==> src/sv/decimal_number_glyph_renderer_macros.svh <==
// Assertion macros for the decimal number glyph renderer.
`ifndef DECIMAL_NUMBER_GLYPH_RENDERER_MACROS_SVH
`define DECIMAL_NUMBER_GLYPH_RENDERER_MACROS_SVH

// Same-cycle implication, clocked on clk, off while in reset
`define DNGR_ASSERT_NOW(lbl, ante, cons) \
	lbl: assert property (@(posedge clk) disable iff (!arst_n) (ante) |-> (cons)) \
		else $error("dngr check failed");

// Next-cycle implication, clocked on clk, off while in reset
`define DNGR_ASSERT_NEXT(lbl, ante, cons) \
	lbl: assert property (@(posedge clk) disable iff (!arst_n) (ante) |=> (cons)) \
		else $error("dngr check failed");

`endif

==> src/sv/dngr_pkg.sv <==
// Types, constants, glyph tables and helpers for the glyph renderer.
`default_nettype none

package dngr_pkg;

	localparam int ROW_PITCH_DEF  = 128;
	localparam int VALUE_BITS_DEF = 16;
	localparam int VALUE_W        = 16;
	localparam int ADDR_W         = 14;
	localparam int PIX_W          = 10;
	localparam int COLS           = 5;

	localparam logic [2:0] LAST_ROW = 3'd6;

	// Input item and result item
	typedef struct packed {
		logic [VALUE_W-1:0] value;
		logic [6:0]         x_pos;
		logic [6:0]         y_pos;
		logic [7:0]         colour;
	} dngr_in_t;

	typedef struct packed {
		logic [ADDR_W-1:0] row_address;
		logic [PIX_W-1:0]  pixel_a;
		logic [PIX_W-1:0]  pixel_b;
		logic [PIX_W-1:0]  pixel_c;
		logic [PIX_W-1:0]  pixel_d;
		logic [PIX_W-1:0]  pixel_e;
		logic [COLS-1:0]   write_mask;
		logic              last_row;
	} dngr_out_t;

	// Controller to datapath commands
	typedef struct packed {
		logic       load;
		logic       pad_glyph;
		logic       extract;
		logic       emit;
		logic       glyph_end;
		logic       last;
		logic [2:0] row;
	} dngr_cmd_t;

	// Datapath to controller status
	typedef struct packed {
		logic done;
	} dngr_sts_t;

	typedef enum logic [1:0] {
		ST_IDLE,
		ST_DIGIT,
		ST_ROWS
	} dngr_state_t;

	// One hex nibble per column, column 0 leftmost; shade in the low two bits
	localparam logic [19:0] GLYPH_ROM [10][7] = '{
		'{20'h03320, 20'h30030, 20'h30031, 20'h30031, 20'h30031, 20'h32230, 20'h03310},
		'{20'h00220, 20'h01320, 20'h12220, 20'h00220, 20'h00220, 20'h00220, 20'h00220},
		'{20'h01321, 20'h13112, 20'h00012, 20'h00131, 20'h01320, 20'h02200, 20'h13332},
		'{20'h03300, 20'h32230, 20'h00230, 20'h03320, 20'h00230, 20'h31230, 20'h03300},
		'{20'h00030, 20'h00231, 20'h00331, 20'h02231, 20'h03031, 20'h23333, 20'h00030},
		'{20'h03330, 20'h23000, 20'h23320, 20'h00131, 20'h00032, 20'h32031, 20'h03320},
		'{20'h02320, 20'h13030, 20'h23000, 20'h23330, 20'h23032, 20'h13032, 20'h02330},
		'{20'h23332, 20'h00031, 20'h00130, 20'h00320, 20'h01300, 20'h02300, 20'h02300},
		'{20'h02330, 20'h13023, 20'h13023, 20'h02330, 20'h13023, 20'h13023, 20'h02330},
		'{20'h03300, 20'h30230, 20'h30230, 20'h03330, 20'h00130, 20'h31230, 20'h03300}
	};

	// Digits 1, 3 and 9 are four pixels wide
	localparam logic [9:0] GLYPH_NARROW = 10'b10_0000_1010;

	function automatic logic is_narrow(input logic [3:0] digit);
		return GLYPH_NARROW[digit];
	endfunction

	function automatic logic [1:0] glyph_shade(input logic [3:0] digit,
		input logic [2:0] row, input int col);
		logic [19:0] bits;
		bits = GLYPH_ROM[digit][row];
		return bits[16-4*col +: 2];
	endfunction

	// Shade times colour without a multiplier
	function automatic logic [PIX_W-1:0] shade_pixel(input logic [1:0] shade,
		input logic [7:0] colour);
		logic [PIX_W-1:0] c;
		logic [PIX_W-1:0] res;
		c = PIX_W'(colour);
		unique case (shade)
			2'd0: res = '0;
			2'd1: res = c;
			2'd2: res = c << 1;
			2'd3: res = (c << 1) + c;
			default: res = '0;
		endcase
		return res;
	endfunction

endpackage

`default_nettype wire

==> src/sv/decimal_number_glyph_renderer.sv <==
// Each glyph is one digit step (divide by ten, or a zero pad) followed by 7 row writes.
// An item of n digits draws n glyphs, plus two zero pad glyphs when padding is enabled.
// The first row item goes through the digit and rows states into the result register; output stalls delay it.
// The next item is accepted once the last row is in the result register.
// Reset (arst_n low, asynchronous) idles the controller, drops rsp_valid, clears pad.
`default_nettype none

`include "decimal_number_glyph_renderer_macros.svh"

module decimal_number_glyph_renderer #(
	parameter int ROW_PITCH  = dngr_pkg::ROW_PITCH_DEF,
	parameter int VALUE_BITS = dngr_pkg::VALUE_BITS_DEF
) (
	input  wire logic               clk,
	input  wire logic               arst_n,
	input  wire logic               req_valid,
	output logic                    req_ready,
	input  wire dngr_pkg::dngr_in_t req,
	output logic                    rsp_valid,
	input  wire logic               rsp_ready,
	output dngr_pkg::dngr_out_t     rsp,
	input  wire logic               cfg_wen,
	input  wire logic               cfg_wdata
);

	dngr_pkg::dngr_cmd_t cmd;
	dngr_pkg::dngr_sts_t sts;

	// controller
	dngr_ctrl u_ctrl (
		.clk       (clk),
		.arst_n    (arst_n),
		.req_valid (req_valid),
		.req_ready (req_ready),
		.rsp_valid (rsp_valid),
		.rsp_ready (rsp_ready),
		.cfg_wen   (cfg_wen),
		.cfg_wdata (cfg_wdata),
		.cmd       (cmd),
		.sts       (sts)
	);

	// datapath
	dngr_dp #(
		.ROW_PITCH  (ROW_PITCH),
		.VALUE_BITS (VALUE_BITS)
	) u_dp (
		.clk (clk),
		.req (req),
		.cmd (cmd),
		.sts (sts),
		.rsp (rsp)
	);

	// a held item is never overwritten
	`DNGR_ASSERT_NOW(a_no_overwrite, cmd.emit, !rsp_valid || rsp_ready)
	// busy straight after an item is taken
	`DNGR_ASSERT_NEXT(a_busy_after_accept, req_valid && req_ready, !req_ready)
	// final row only at the end of the last digit glyph
	`DNGR_ASSERT_NOW(a_last_at_end, cmd.last, cmd.glyph_end && sts.done && cmd.emit)

endmodule

`default_nettype wire

==> src/sv/dngr_ctrl.sv <==
// Controller: sequences digit steps and glyph rows, owns handshakes.
`default_nettype none

module dngr_ctrl (
	input  wire logic                clk,
	input  wire logic                arst_n,
	input  wire logic                req_valid,
	output logic                     req_ready,
	output logic                     rsp_valid,
	input  wire logic                rsp_ready,
	input  wire logic                cfg_wen,
	input  wire logic                cfg_wdata,
	output dngr_pkg::dngr_cmd_t      cmd,
	input  wire dngr_pkg::dngr_sts_t sts
);

	dngr_pkg::dngr_state_t state_q, state_d;
	logic       pad_en_q;
	logic [1:0] pad_cnt_q;
	logic [2:0] row_q;
	logic       rsp_valid_q;
	logic       slot_free;

	// result slot empties or is taken this cycle
	assign slot_free = !rsp_valid_q || rsp_ready;

	// next state
	always_comb begin
		state_d = state_q;
		unique case (state_q)
			dngr_pkg::ST_IDLE: begin
				if (req_valid) state_d = dngr_pkg::ST_DIGIT;
			end
			dngr_pkg::ST_DIGIT: begin
				state_d = dngr_pkg::ST_ROWS;
			end
			dngr_pkg::ST_ROWS: begin
				if (slot_free && row_q == dngr_pkg::LAST_ROW) begin
					state_d = sts.done ? dngr_pkg::ST_IDLE : dngr_pkg::ST_DIGIT;
				end
			end
			default: state_d = dngr_pkg::ST_IDLE;
		endcase
	end

	// commands
	always_comb begin
		cmd           = '0;
		cmd.row       = row_q;
		req_ready     = 1'b0;
		unique case (state_q)
			dngr_pkg::ST_IDLE: begin
				req_ready = 1'b1;
				cmd.load  = req_valid;
			end
			dngr_pkg::ST_DIGIT: begin
				cmd.pad_glyph = pad_cnt_q != 2'd0;
				cmd.extract   = pad_cnt_q == 2'd0;
			end
			dngr_pkg::ST_ROWS: begin
				cmd.emit      = slot_free;
				cmd.glyph_end = slot_free && row_q == dngr_pkg::LAST_ROW;
				cmd.last      = slot_free && row_q == dngr_pkg::LAST_ROW && sts.done;
			end
			default: begin
				cmd = '0;
			end
		endcase
	end

	assign rsp_valid = rsp_valid_q;

	// state, counters, config bit
	always_ff @(posedge clk or negedge arst_n) begin
		if (!arst_n) begin
			state_q     <= dngr_pkg::ST_IDLE;
			pad_en_q    <= 1'b0;
			pad_cnt_q   <= 2'd0;
			row_q       <= 3'd0;
			rsp_valid_q <= 1'b0;
		end else begin
			state_q <= state_d;
			if (cfg_wen) pad_en_q <= cfg_wdata;
			if (cmd.load) begin
				pad_cnt_q <= pad_en_q ? 2'd2 : 2'd0;
			end else if (cmd.pad_glyph) begin
				pad_cnt_q <= pad_cnt_q - 2'd1;
			end
			if (cmd.pad_glyph || cmd.extract) begin
				row_q <= 3'd0;
			end else if (cmd.emit) begin
				row_q <= row_q + 3'd1;
			end
			if (cmd.emit) begin
				rsp_valid_q <= 1'b1;
			end else if (rsp_ready) begin
				rsp_valid_q <= 1'b0;
			end
		end
	end

endmodule

`default_nettype wire

==> src/sv/dngr_dp.sv <==
// Datapath: digit extraction, glyph position and result register.
`default_nettype none

module dngr_dp #(
	parameter int ROW_PITCH  = dngr_pkg::ROW_PITCH_DEF,
	parameter int VALUE_BITS = dngr_pkg::VALUE_BITS_DEF
) (
	input  wire logic                clk,
	input  wire dngr_pkg::dngr_in_t  req,
	input  wire dngr_pkg::dngr_cmd_t cmd,
	output dngr_pkg::dngr_sts_t      sts,
	output dngr_pkg::dngr_out_t      rsp
);

	// the value field is 16 bits wide, so at most 16 bits take part
	localparam int VW     = (VALUE_BITS < dngr_pkg::VALUE_W) ? VALUE_BITS : dngr_pkg::VALUE_W;
	localparam int PW     = VW + 17;
	localparam int AW     = dngr_pkg::ADDR_W;
	localparam logic [16:0] RECIP = 17'd52429;   // 2^19 / 10 rounded up, exact below 81920

	logic [VW-1:0]   val_q;
	logic [AW-1:0]   pos_q;
	logic [7:0]      colour_q;
	logic [3:0]      digit_q;
	logic            done_q;
	dngr_pkg::dngr_out_t rsp_q;

	logic [AW-1:0]   base;
	logic [PW-1:0]   prod;
	logic [VW-1:0]   quot;
	logic [VW-1:0]   quot_x10;
	logic [3:0]      rem;
	logic            narrow;
	logic [AW-1:0]   row_addr;
	dngr_pkg::dngr_out_t row_item;

	// base address of the rightmost digit
	assign base = AW'(AW'(req.y_pos) * AW'(ROW_PITCH)) + AW'(req.x_pos);

	// divide by ten via reciprocal
	assign prod     = PW'(val_q) * PW'(RECIP);
	assign quot     = VW'(prod >> 19);
	assign quot_x10 = (quot << 3) + (quot << 1);
	assign rem      = 4'(val_q - quot_x10);

	// row of the current glyph
	assign narrow   = dngr_pkg::is_narrow(digit_q);
	assign row_addr = pos_q - AW'(!narrow) + AW'(AW'(cmd.row) * AW'(ROW_PITCH));

	always_comb begin
		logic [1:0] shade [dngr_pkg::COLS];
		for (int c = 0; c < dngr_pkg::COLS; c++) begin
			shade[c] = (c == dngr_pkg::COLS - 1 && narrow) ? 2'd0 :
				dngr_pkg::glyph_shade(digit_q, cmd.row, c);
		end
		row_item.row_address = row_addr;
		row_item.pixel_a     = dngr_pkg::shade_pixel(shade[0], colour_q);
		row_item.pixel_b     = dngr_pkg::shade_pixel(shade[1], colour_q);
		row_item.pixel_c     = dngr_pkg::shade_pixel(shade[2], colour_q);
		row_item.pixel_d     = dngr_pkg::shade_pixel(shade[3], colour_q);
		row_item.pixel_e     = dngr_pkg::shade_pixel(shade[4], colour_q);
		for (int c = 0; c < dngr_pkg::COLS; c++) begin
			row_item.write_mask[c] = shade[c] != 2'd0;
		end
		row_item.last_row = cmd.last;
	end

	// working registers
	always_ff @(posedge clk) begin
		if (cmd.load) begin
			val_q    <= req.value[VW-1:0];
			pos_q    <= base;
			colour_q <= req.colour;
		end else if (cmd.extract) begin
			val_q <= quot;
		end else if (cmd.glyph_end) begin
			pos_q <= pos_q - (narrow ? AW'(5) : AW'(6));
		end
		if (cmd.pad_glyph) begin
			digit_q <= 4'd0;
		end else if (cmd.extract) begin
			digit_q <= rem;
		end
		if (cmd.emit) rsp_q <= row_item;
	end

	// last digit flag, cleared per item
	always_ff @(posedge clk) begin
		if (cmd.load) begin
			done_q <= 1'b0;
		end else if (cmd.extract) begin
			done_q <= quot == '0;
		end
	end

	assign sts.done = done_q;
	assign rsp      = rsp_q;

endmodule

`default_nettype wire

==> config.mk <==
export PLATFORM = sky130hd
export DESIGN_NAME = decimal_number_glyph_renderer
export DESIGN_NICKNAME = d
export VERILOG_FILES = /design/src/sv/dngr_pkg.sv /design/src/sv/decimal_number_glyph_renderer.sv /design/src/sv/dngr_ctrl.sv /design/src/sv/dngr_dp.sv
export VERILOG_INCLUDE_DIRS = /design/src /design/src/sv
export SDC_FILE = /design/constraint.sdc
export NUM_CORES = 1
export LEC_CHECK = 0
export BUFFER_PORTS_ARGS = -buffer_cell sky130_fd_sc_hd__clkbuf_2
export CAP_MARGIN = 15
export CORE_MARGIN = 2
export CORE_UTILIZATION = 61
export DETAILED_ROUTE_END_ITERATION = 6
export PLACE_DENSITY = 0.93
export SETUP_SLACK_MARGIN = 0.4
export SKIP_CTS_REPAIR_TIMING = 1
export SYNTH_ARGS = -nofsm -noshare
export SYNTH_HDL_FRONTEND = slang
export SYNTH_SLANG_ARGS = --single-unit
==> constraint.sdc <==
create_clock -name clk -period 17.2 [get_ports clk]
set_clock_uncertainty 0.1 [all_clocks]
set_input_delay 0 -clock clk [delete_from_list [all_inputs] [get_ports clk]]
set_output_delay 0 -clock clk [all_outputs]
set_load 0.01 [all_outputs]
# After elaboration in Yosys (flattened, before gate mapping)
# Memories as Yosys holds them, arrays and structs flattened. A register that Yosys moved wholly into a read port is not among the register bits.
# Index checks and enable logic that the tools add are counted.
# Widths: inputs -> output; s select.
[op_classes] n_mul=1 n_reduce_logical=28 n_lt_le_gt_ge=3 mux=36 n_addsub=9 eq_ne=21 n_bitwise=2
[op_table] op="$mux 140" count=2
[op_table] op="$pmux 10 s4" count=5
[op_table] op="$bmux 20 s3" count=1
[op_table] op="$mux 14" count=3
[op_table] op="$mux 18" count=2
[op_table] op="$mul 16x16->32 const B" count=1
[op_table] op="$mux 16" count=2
[op_table] op="$eq 2x2->1 const B" count=11
[op_table] op="$reduce_bool 2->1" count=11
[op_table] op="$logic_not 16->1" count=1
[op_table] op="$mux 2" count=8
[op_table] op="$add 14x10->14" count=1
[op_table] op="$add 14x7->14" count=1
[op_table] op="$logic_not 2->1" count=7
[op_table] op="$sub 14x1->14" count=1
[op_table] op="$sub 14x14->14" count=1
[op_table] op="$eq 2x1->1 const B" count=6
[op_table] op="$mux 3" count=4
[op_table] op="$add 9x8->10" count=1
[op_table] op="$mux 4" count=2
[op_table] op="$mux 1" count=6
[op_table] op="$pmux 2 s3" count=1
[op_table] op="$ge 5x5->1 const B" count=1
[op_table] op="$lt 4x5->1 const B" count=1
[op_table] op="15 further kinds" count=20
[totals] reg_bits=122 output_inout_bits=72 input_bits=44 wordCells=120 memories=2 romBits=2256
[mem_list] name="(name not given)" depth=16 word_bits=140 rd=1 rd_clocked_by_memory_dff=0 write_ports=0 line="dngr_pkg.sv:80" text="bits = GLYPH_ROM[digit][row];"
[mem_list] name="(name not given)" depth=16 word_bits=1 rd=1 rd_clocked_by_memory_dff=1 write_ports=0 line="dngr_pkg.sv:74" text="return GLYPH_NARROW[digit];"

# Depth between registers and ports, before layout
# Gate-level depths: netlist of the first run.
[logic_depth] word_depth=10 mapped_depth=24 ltp_nobuf=24

# Modules after synthesis
# From an unflattened synthesis of the first run, not the netlist that was laid out.
[hier_totals] cells_unflattened=1231 hier_area_um2=12134.1
[modules_own_cells] module="dngr_dp" area_per_inst_um2=11598.6 instances=1 cells_per_inst=1174
[modules_own_cells] module="dngr_ctrl" area_per_inst_um2=535.5 instances=1 cells_per_inst=57

# Least setup slack after synthesis of the first run
# OpenSTA, ideal clock, no wires.
[synth_path] path_type="flip-flop to flip-flop" start="register u_dp.val_q[3]" end="register u_dp.narrow (netlist name)" setup_ns=0.076 period_less_slack_ns=5.498 required_ns=17.024 arrival_time_ns=5.322 path_stages_with_launch=23 path_slack_ns=11.702 cell_sequence="edfxtp_1 ha_1 inv_1 fa_1 inv_1 fa_1 fa_1 fa_1 inv_1 fa_1 inv_1 ha_1 and4_1 and4_1 o21ai_0 nand4_1 xor2_1 ha_1 xor2_1 xnor2_1 xnor2_1 nand3_1 a21boi_0"
[synth_lines] item="start: declaration" line="dngr_dp.sv:21" text="logic [VW-1:0] val_q;"
[synth_lines] item="start signal: assignment" line="dngr_dp.sv:71" text="val_q <= req.value[VW-1:0];"
[synth_lines] item="start signal: assignment" line="dngr_dp.sv:75" text="val_q <= quot;"

==> results of run 1 <==
==> stage by stage <==
| step | cells | hold WS (ns) | worst slack (ns) | utilization [%] | cell area, um^2 |
|---|---|---|---|---|---|
| after CTS | 1587 | -0.676 | 10.93 | 68.8 | 13300 |
| after global routing | 1634 | 0.205 | 10.56 | 71.2 | 13800 |
| after global placement | 1555 | -0.237 | 11.20 | 65.7 | 12700 |
| after floorplan | 1216 | -0.396 | 11.70 | - | 12000 |
| after detailed placement | 1555 | -0.236 | 10.98 | 65.7 | 12700 |
| final | 1634 | 0.207 | 10.85 | 71.2 | 13800 |
==> metal layers <==
metal | track usage (%) | vias to the layer above | wire, um
met2 | 49.3 | 749 | 16100
met4 | 8.89 | 0 | 1180
met3 | 8.15 | 149 | 3600
met1 | 41.7 | 4759 | 12800
li1 | - | 4465 | -
met5 | 0 | - | 0
==> cells in the final DEF, fill, tap and decap left out, types with 5 or more instances in the layout <==
cell / n
dfxtp_1: 6
and3_1: 8
nand4_1: 9
mux2i_1: 39
dlygate4sd3_1: 47
nor2b_1: 9
o2bb2ai_1: 22
o21bai_1: 6
dfrtp_1: 9
a211oi_1: 10
nand2_1: 99
xor2_1: 23
inv_1: 198
edfxtp_1: 108
a21oi_1: 55
and2_1: 7
nand2b_1: 11
clkbuf_16: 17
inv_6: 5
ha_1: 173
clkbuf_2: 115
nor3_1: 19
a31oi_1: 11
o31ai_1: 5
o21ai_0: 62
a21o_1: 15
fa_1: 83
o22ai_1: 8
nand3_1: 21
nor2_1: 58
xnor2_1: 31
o21a_1: 6
==> how the worst min path moves through the flow <==
stage | cells after the start | end | slack (ns)
after floorplan | 0 | u_ctrl.pad_cnt_q[0] | -0.40
after global placement | 1 | u_ctrl.pad_en_q | -0.24
after detailed placement | 1 | u_ctrl.pad_cnt_q[1] | -0.24
after CTS | 1 | u_ctrl.pad_cnt_q[1] | -0.68
after global routing | 2 | u_dp.colour_q[3] | 0.21
final | 2 | u_dp.colour_q[4] | 0.21
==> sequential cells by signal, indices dropped and copies added, names as in the netlist <==
signal / cells
u_ctrl.pad_cnt_q: 2
u_dp.pos_q: 14
u_dp.val_q: 16
u_ctrl.row_q: 3
u_dp.sts: 1
u_ctrl.state_q: 2
u_dp.colour_q: 8
u_dp.narrow: 1
u_ctrl.rsp_valid: 1
u_dp.rsp: 70
u_ctrl.pad_en_q: 1
u_dp.digit_q: 4
==> cells by family after synthesis <==
family,synth area share [%]
muxes,3.71
AOI/OAI and AO/OA,12.7
xor gates and xnor gates,3.93
and+or+nand+nor,9.88
adders and majority gates,31.8
DFF,29.8
buffers and inverters,8.28
==> critical path: stages (launching register included) <==
cell and delay [ns]:
edfxtp_1 0.52, ha_1 0.37, inv_1 0.12, fa_1 0.55
inv_1 0.05, fa_1 0.46, fa_1 0.56, fa_1 0.44
fa_1 0.48, ha_1 0.35, and4_1 0.30, and4_1 0.26
o21ai_0 0.13, nand4_1 0.13, xor2_1 0.32, ha_1 0.24
xor2_1 0.19, xnor2_1 0.16, xnor2_1 0.14, nand3_1 0.13
a21boi_0 0.25
==> layout make-up <==
type,count,area [um^2],share of cell area (%)
Sequential cell,123,3590,26.0
Timing Repair Buffer,166,1080,7.79
Multi-Input combinational cell,846,7460,54.0
Clock inverter,15,179,1.29
Tap cell,265,332,2.40
Clock buffer,17,425,3.08
Inverter,202,758,5.49
==> flow_metrics.tcl, run 1 <==
set metrics [dict create \
    wl_per_cell_um 20.6 \
    place_hpwl_mm 23.9 \
    setup-tns-final_ns 0 \
    num_vias 10100 \
    drive_above_1_share_pct 12.3 \
    grt_pass1_wl_mm 49.4 \
    rsz0062_at_grt "no" \
    drt_pass1_iterations 6 \
    die_area_um2 20900 \
    ys_seq_area_share_pct 29.8 \
    rrSetupSlack_ns 10.85 \
    fp.dieW_um 145 \
    synth_top_area_cell "edfxtp_1" \
    clk_pin_slew_ns 0.06 \
    ys_top_cells_by_area "edfxtp_1 27%, ha_1 18%, fa_1 14%" \
    syn_area_um2 12000 \
    required_ns 17.43 \
    timing.final.hold_violations 0 \
    antenna_found_initial 0 \
    rr_startpoint "u_dp.val_q[8]" \
    ys.warnings.count 0 \
    cts_buffers 17 \
    crit_end "u_dp.narrow" \
    synth.avg_cell_area_um2 9.91 \
    fmax_mhz 157 \
    cts_tree "built" \
    synthArstFlopShare_pct 7.32 \
    worstSetupPathType "reg -> reg" \
    initial_core_util_pct 62.1 \
    area_growth_pct 14.7 \
    totalWireLength_mm 33.7 \
    drt_iter0_drc 1335 \
    io_pins 116 \
    root_buffer "clkbuf_16" \
    drc 0 \
    diodes 0 \
    period_share_pct 36.9 \
    synth_cell_type_count 69 \
    syn_inst 1216 \
    ys.flop_type "edfxtp_1" \
    period_minus_slack_ns 6.35 \
    cts_sinks 123 \
    finalSetupViolations 0 \
    synth_edf_count 108 \
    htree_levels 4 \
    worst_slew_margin_rel_pct 24.9 \
    ant_nets 0 \
    synth_common_cells "199 x inv_1, 173 x ha_1, 108 x edfxtp_1" \
    reg2reg_to "u_dp.narrow" \
    place_congestion 1.00 \
    gr-total-overflow 0 \
    die_y_um 145 \
    reg2reg_depth 20 \
    setup.worst_path.start "u_dp.val_q[8]" \
    grt_start_max_net_pins 72 \
    nets 1656 \
    worstPathArrival_ns 6.59 \
    grt.total_usage_pct 30.9 \
    syn-num-nets 1516 \
    post-synth-top-count-cell "inv_1" \
    min-delay-start "req[4]" \
    placementRows 51 \
    slew_violations 0 \
    ys_ff_latch 123 \
    cap_violations 0 \
    hold_path.class "in -> reg" \
    num-fill-cells 1301 \
    status "finished, final reports clean" \
    end_kind "flip-flop" \
    path_max_fanout 6 \
    clk_latency_ns 0.43 \
    core-area_um2 19400 \
    via_per_inst 6.19 \
    grt_pass1_vias 9400 \
    synth_top_area_share_pct 26.9 \
    clockBufferDepth 2 \
    worst_slew_pin_slew_ns 1.12 \
    port_buffers 115 \
    startpoint_type "flip-flop" \
]
Power of run 1 is not shown: default switching activity piles up to over one toggle a cycle in this logic, so the estimate is an artifact.
==> run 2: changes to the inputs <==
--- a/config.mk
+++ b/config.mk
@@ -6,12 +6,13 @@
 export SDC_FILE = /design/constraint.sdc
 export NUM_CORES = 1
 export LEC_CHECK = 0
+export ABC_AREA = 1
 export BUFFER_PORTS_ARGS = -buffer_cell sky130_fd_sc_hd__clkbuf_2
 export CAP_MARGIN = 15
 export CORE_MARGIN = 2
 export CORE_UTILIZATION = 61
 export DETAILED_ROUTE_END_ITERATION = 6
-export PLACE_DENSITY = 0.93
+export PLACE_DENSITY = 0.92
 export SETUP_SLACK_MARGIN = 0.4
 export SKIP_CTS_REPAIR_TIMING = 1
 export SYNTH_ARGS = -nofsm -noshare
==> constraint.sdc (replaced) <==
create_clock -name clk -period 6.5 [get_ports clk]
set_clock_uncertainty 0.1 [all_clocks]
set_input_delay 0 -clock clk [delete_from_list [all_inputs] [get_ports clk]]
set_output_delay 0 -clock clk [all_outputs]
set_load 0.01 [all_outputs]
==> run 2 against run 1 <==
Sequential share of layout area is 1.6 points lower. Worst setup slack worse by 10 ns. Fmax is 7.1% higher. Critical endpoint unchanged. Synthesized cell count is 27% higher.
==> flow_metrics.tcl, run 2 <==
set metrics [dict create \
    slew_violations 0 \
    gr-total-overflow 0 \
    path_max_fanout 5 \
    period_share_pct 91.2 \
    placed_cell_area_um2 13600 \
    ys_ff_latch 123 \
    ys.flop_type "edfxtp_1" \
    syn-num-nets 1842 \
    critical_path.top_delay_family "adder cells" \
    setup.worst_path.start "u_dp.val_q[8]" \
    mostFrequentLayoutCells "370 x nand2_1, 317 x inv_1, 170 x ha_1, 115 x clkbuf_2, 108 x edfxtp_1" \
    final_cell_area_um2 14700 \
    cts_tree "built" \
    via_per_inst 5.70 \
    worstPathBufferInverterCount 6 \
    synth_top_area_share_pct 25.3 \
    io_pins 116 \
    finalSetupViolations 0 \
    grt_pass1_wl_mm 56.1 \
    num_vias 11400 \
    clk_pin_slew_ns 0.07 \
    drt_pass1_iterations 6 \
    grt_pass1_vias 11100 \
    cp_slowest_cell "fa_1" \
    grt_start_max_net_pins 70 \
    syn_area_um2 12800 \
    largest_reg_flops 70 \
    ys_seq_area_share_pct 28.0 \
    drt_iter0_drc 1235 \
    worstSetupPathType "reg -> reg" \
    rsz0062_at_grt "no" \
    critPathMaxStageDelay_ns 0.54 \
    hold_path_depth 3 \
    ant_nets 0 \
    initial_core_util_pct 61.5 \
    cts_buffers 17 \
    htree_levels 4 \
    startpoint_type "flip-flop" \
    cap_violations 0 \
    fmax_mhz 169 \
    ys.warnings.count 0 \
    synth_top_area_cell "edfxtp_1" \
    cp.depth 27 \
    status "finished, final reports clean" \
    required_ns 6.74 \
    fp.dieW_um 149 \
    clockBufferDepth 2 \
    synth_edf_count 108 \
    totalWireLength_mm 36.0 \
    reg2reg_depth 27 \
    rr_startpoint "u_dp.val_q[8]" \
    place_congestion 1.04 \
    timing.final.hold_violations 0 \
    wl_per_cell_um 18.0 \
    final_common_cell "nand2_1" \
    fin_util_pct 70.7 \
    cts_sinks 123 \
    worstPathArrival_ns 6.17 \
    synth.avg_cell_area_um2 8.31 \
    period_minus_slack_ns 5.93 \
    setup-tns-final_ns 0 \
    hold_slack_ns 0.00406 \
    ys_top_cells_by_area "edfxtp_1 25%, ha_1 17%, fa_1 13%" \
    worst_slew_margin_rel_pct 37.3 \
    post-synth-top-count-cell "nand2_1" \
    synthArstFlopShare_pct 7.32 \
    grt.total_usage_pct 32.4 \
    core-area_um2 20800 \
    die_area_um2 22200 \
    area_growth_pct 14.8 \
    clk_latency_ns 0.44 \
    antenna_found_initial 2 \
    root_buffer "clkbuf_16" \
    synth_cell_type_count 56 \
    placementRows 53 \
    synth_common_cells "370 x nand2_1, 317 x inv_1, 173 x ha_1" \
    min-delay-start "req[26]" \
    drive_above_1_share_pct 13.5 \
    num-fill-cells 1499 \
    nets 2012 \
    worst_slew_pin_slew_ns 0.938 \
    port_buffers 115 \
    die_y_um 149 \
    end_kind "flip-flop" \
    hold_path.class "in -> reg" \
    syn_inst 1542 \
    place_hpwl_mm 27.2 \
    drc 0 \
]
run 2: through the flow:
step                std cells  setup WS [ns]
CTS                      1948          0.608
global placement         1916          0.814
detailed placement       1916          0.648
global route             2000          0.277
finish                   2001          0.570
floorplan                1542           1.30
run 2: tightest hold or removal path, cell delays in order:
cell and delay [ns]:
clkbuf_2 0.08, nor2_1 0.14, a31oi_1 0.13
run 2: cells by family (layout without fill, tap and decap cells):
group	after synthesis	count (layout)	share of synthesized area (%)
AND/OR/NAND/NOR	579	579	19.4
buffers and inverters	356	539	10.9
other	0	1	0
AO/OA/AOI/OAI	191	191	9.34
adder cells (fa/ha/maj)	256	256	29.9
XOR/XNOR	37	37	2.53
flip-flops	123	123	28.0
run 2: path summary, 6_finish.rpt:
kind | endpoint | slack, ns
worst max register to register | u_dp.narrow | 0.57
worst min-delay path | u_dp.val_q[4] | 0.004
worst max-delay path | u_dp.narrow | 0.57
max in group asynchronous | u_ctrl.row_q[0] | 5.36
min in group asynchronous | u_ctrl.pad_cnt_q[0] | 0.59
worst min register to register | u_ctrl.pad_cnt_q[0] | 0.38
run 2: final cells by class:
class / count / area, um^2 / area share (%)
diodes: 1 / 2.50 / 0.0170
clock buffers: 17 / 425 / 2.89
clock inverters: 15 / 140 / 0.952
inverters: 336 / 1260 / 8.59
multi-input cells: 1063 / 7850 / 53.4
flip-flops and latches: 123 / 3590 / 24.4
well taps: 275 / 344 / 2.34
repair buffers: 171 / 1100 / 7.47
run 2: per-layer routing:
metal / routed length, um / vias up / GRT usage (%)
met4: 1440 / 2 / 11.0
met3: 3520 / 144 / 7.52
met2: 17000 / 698 / 52.8
met5: 10 / - / 0
li1: - / 5291 / -
met1: 14100 / 5279 / 42.7
Power of run 2 is left out for the same reason.
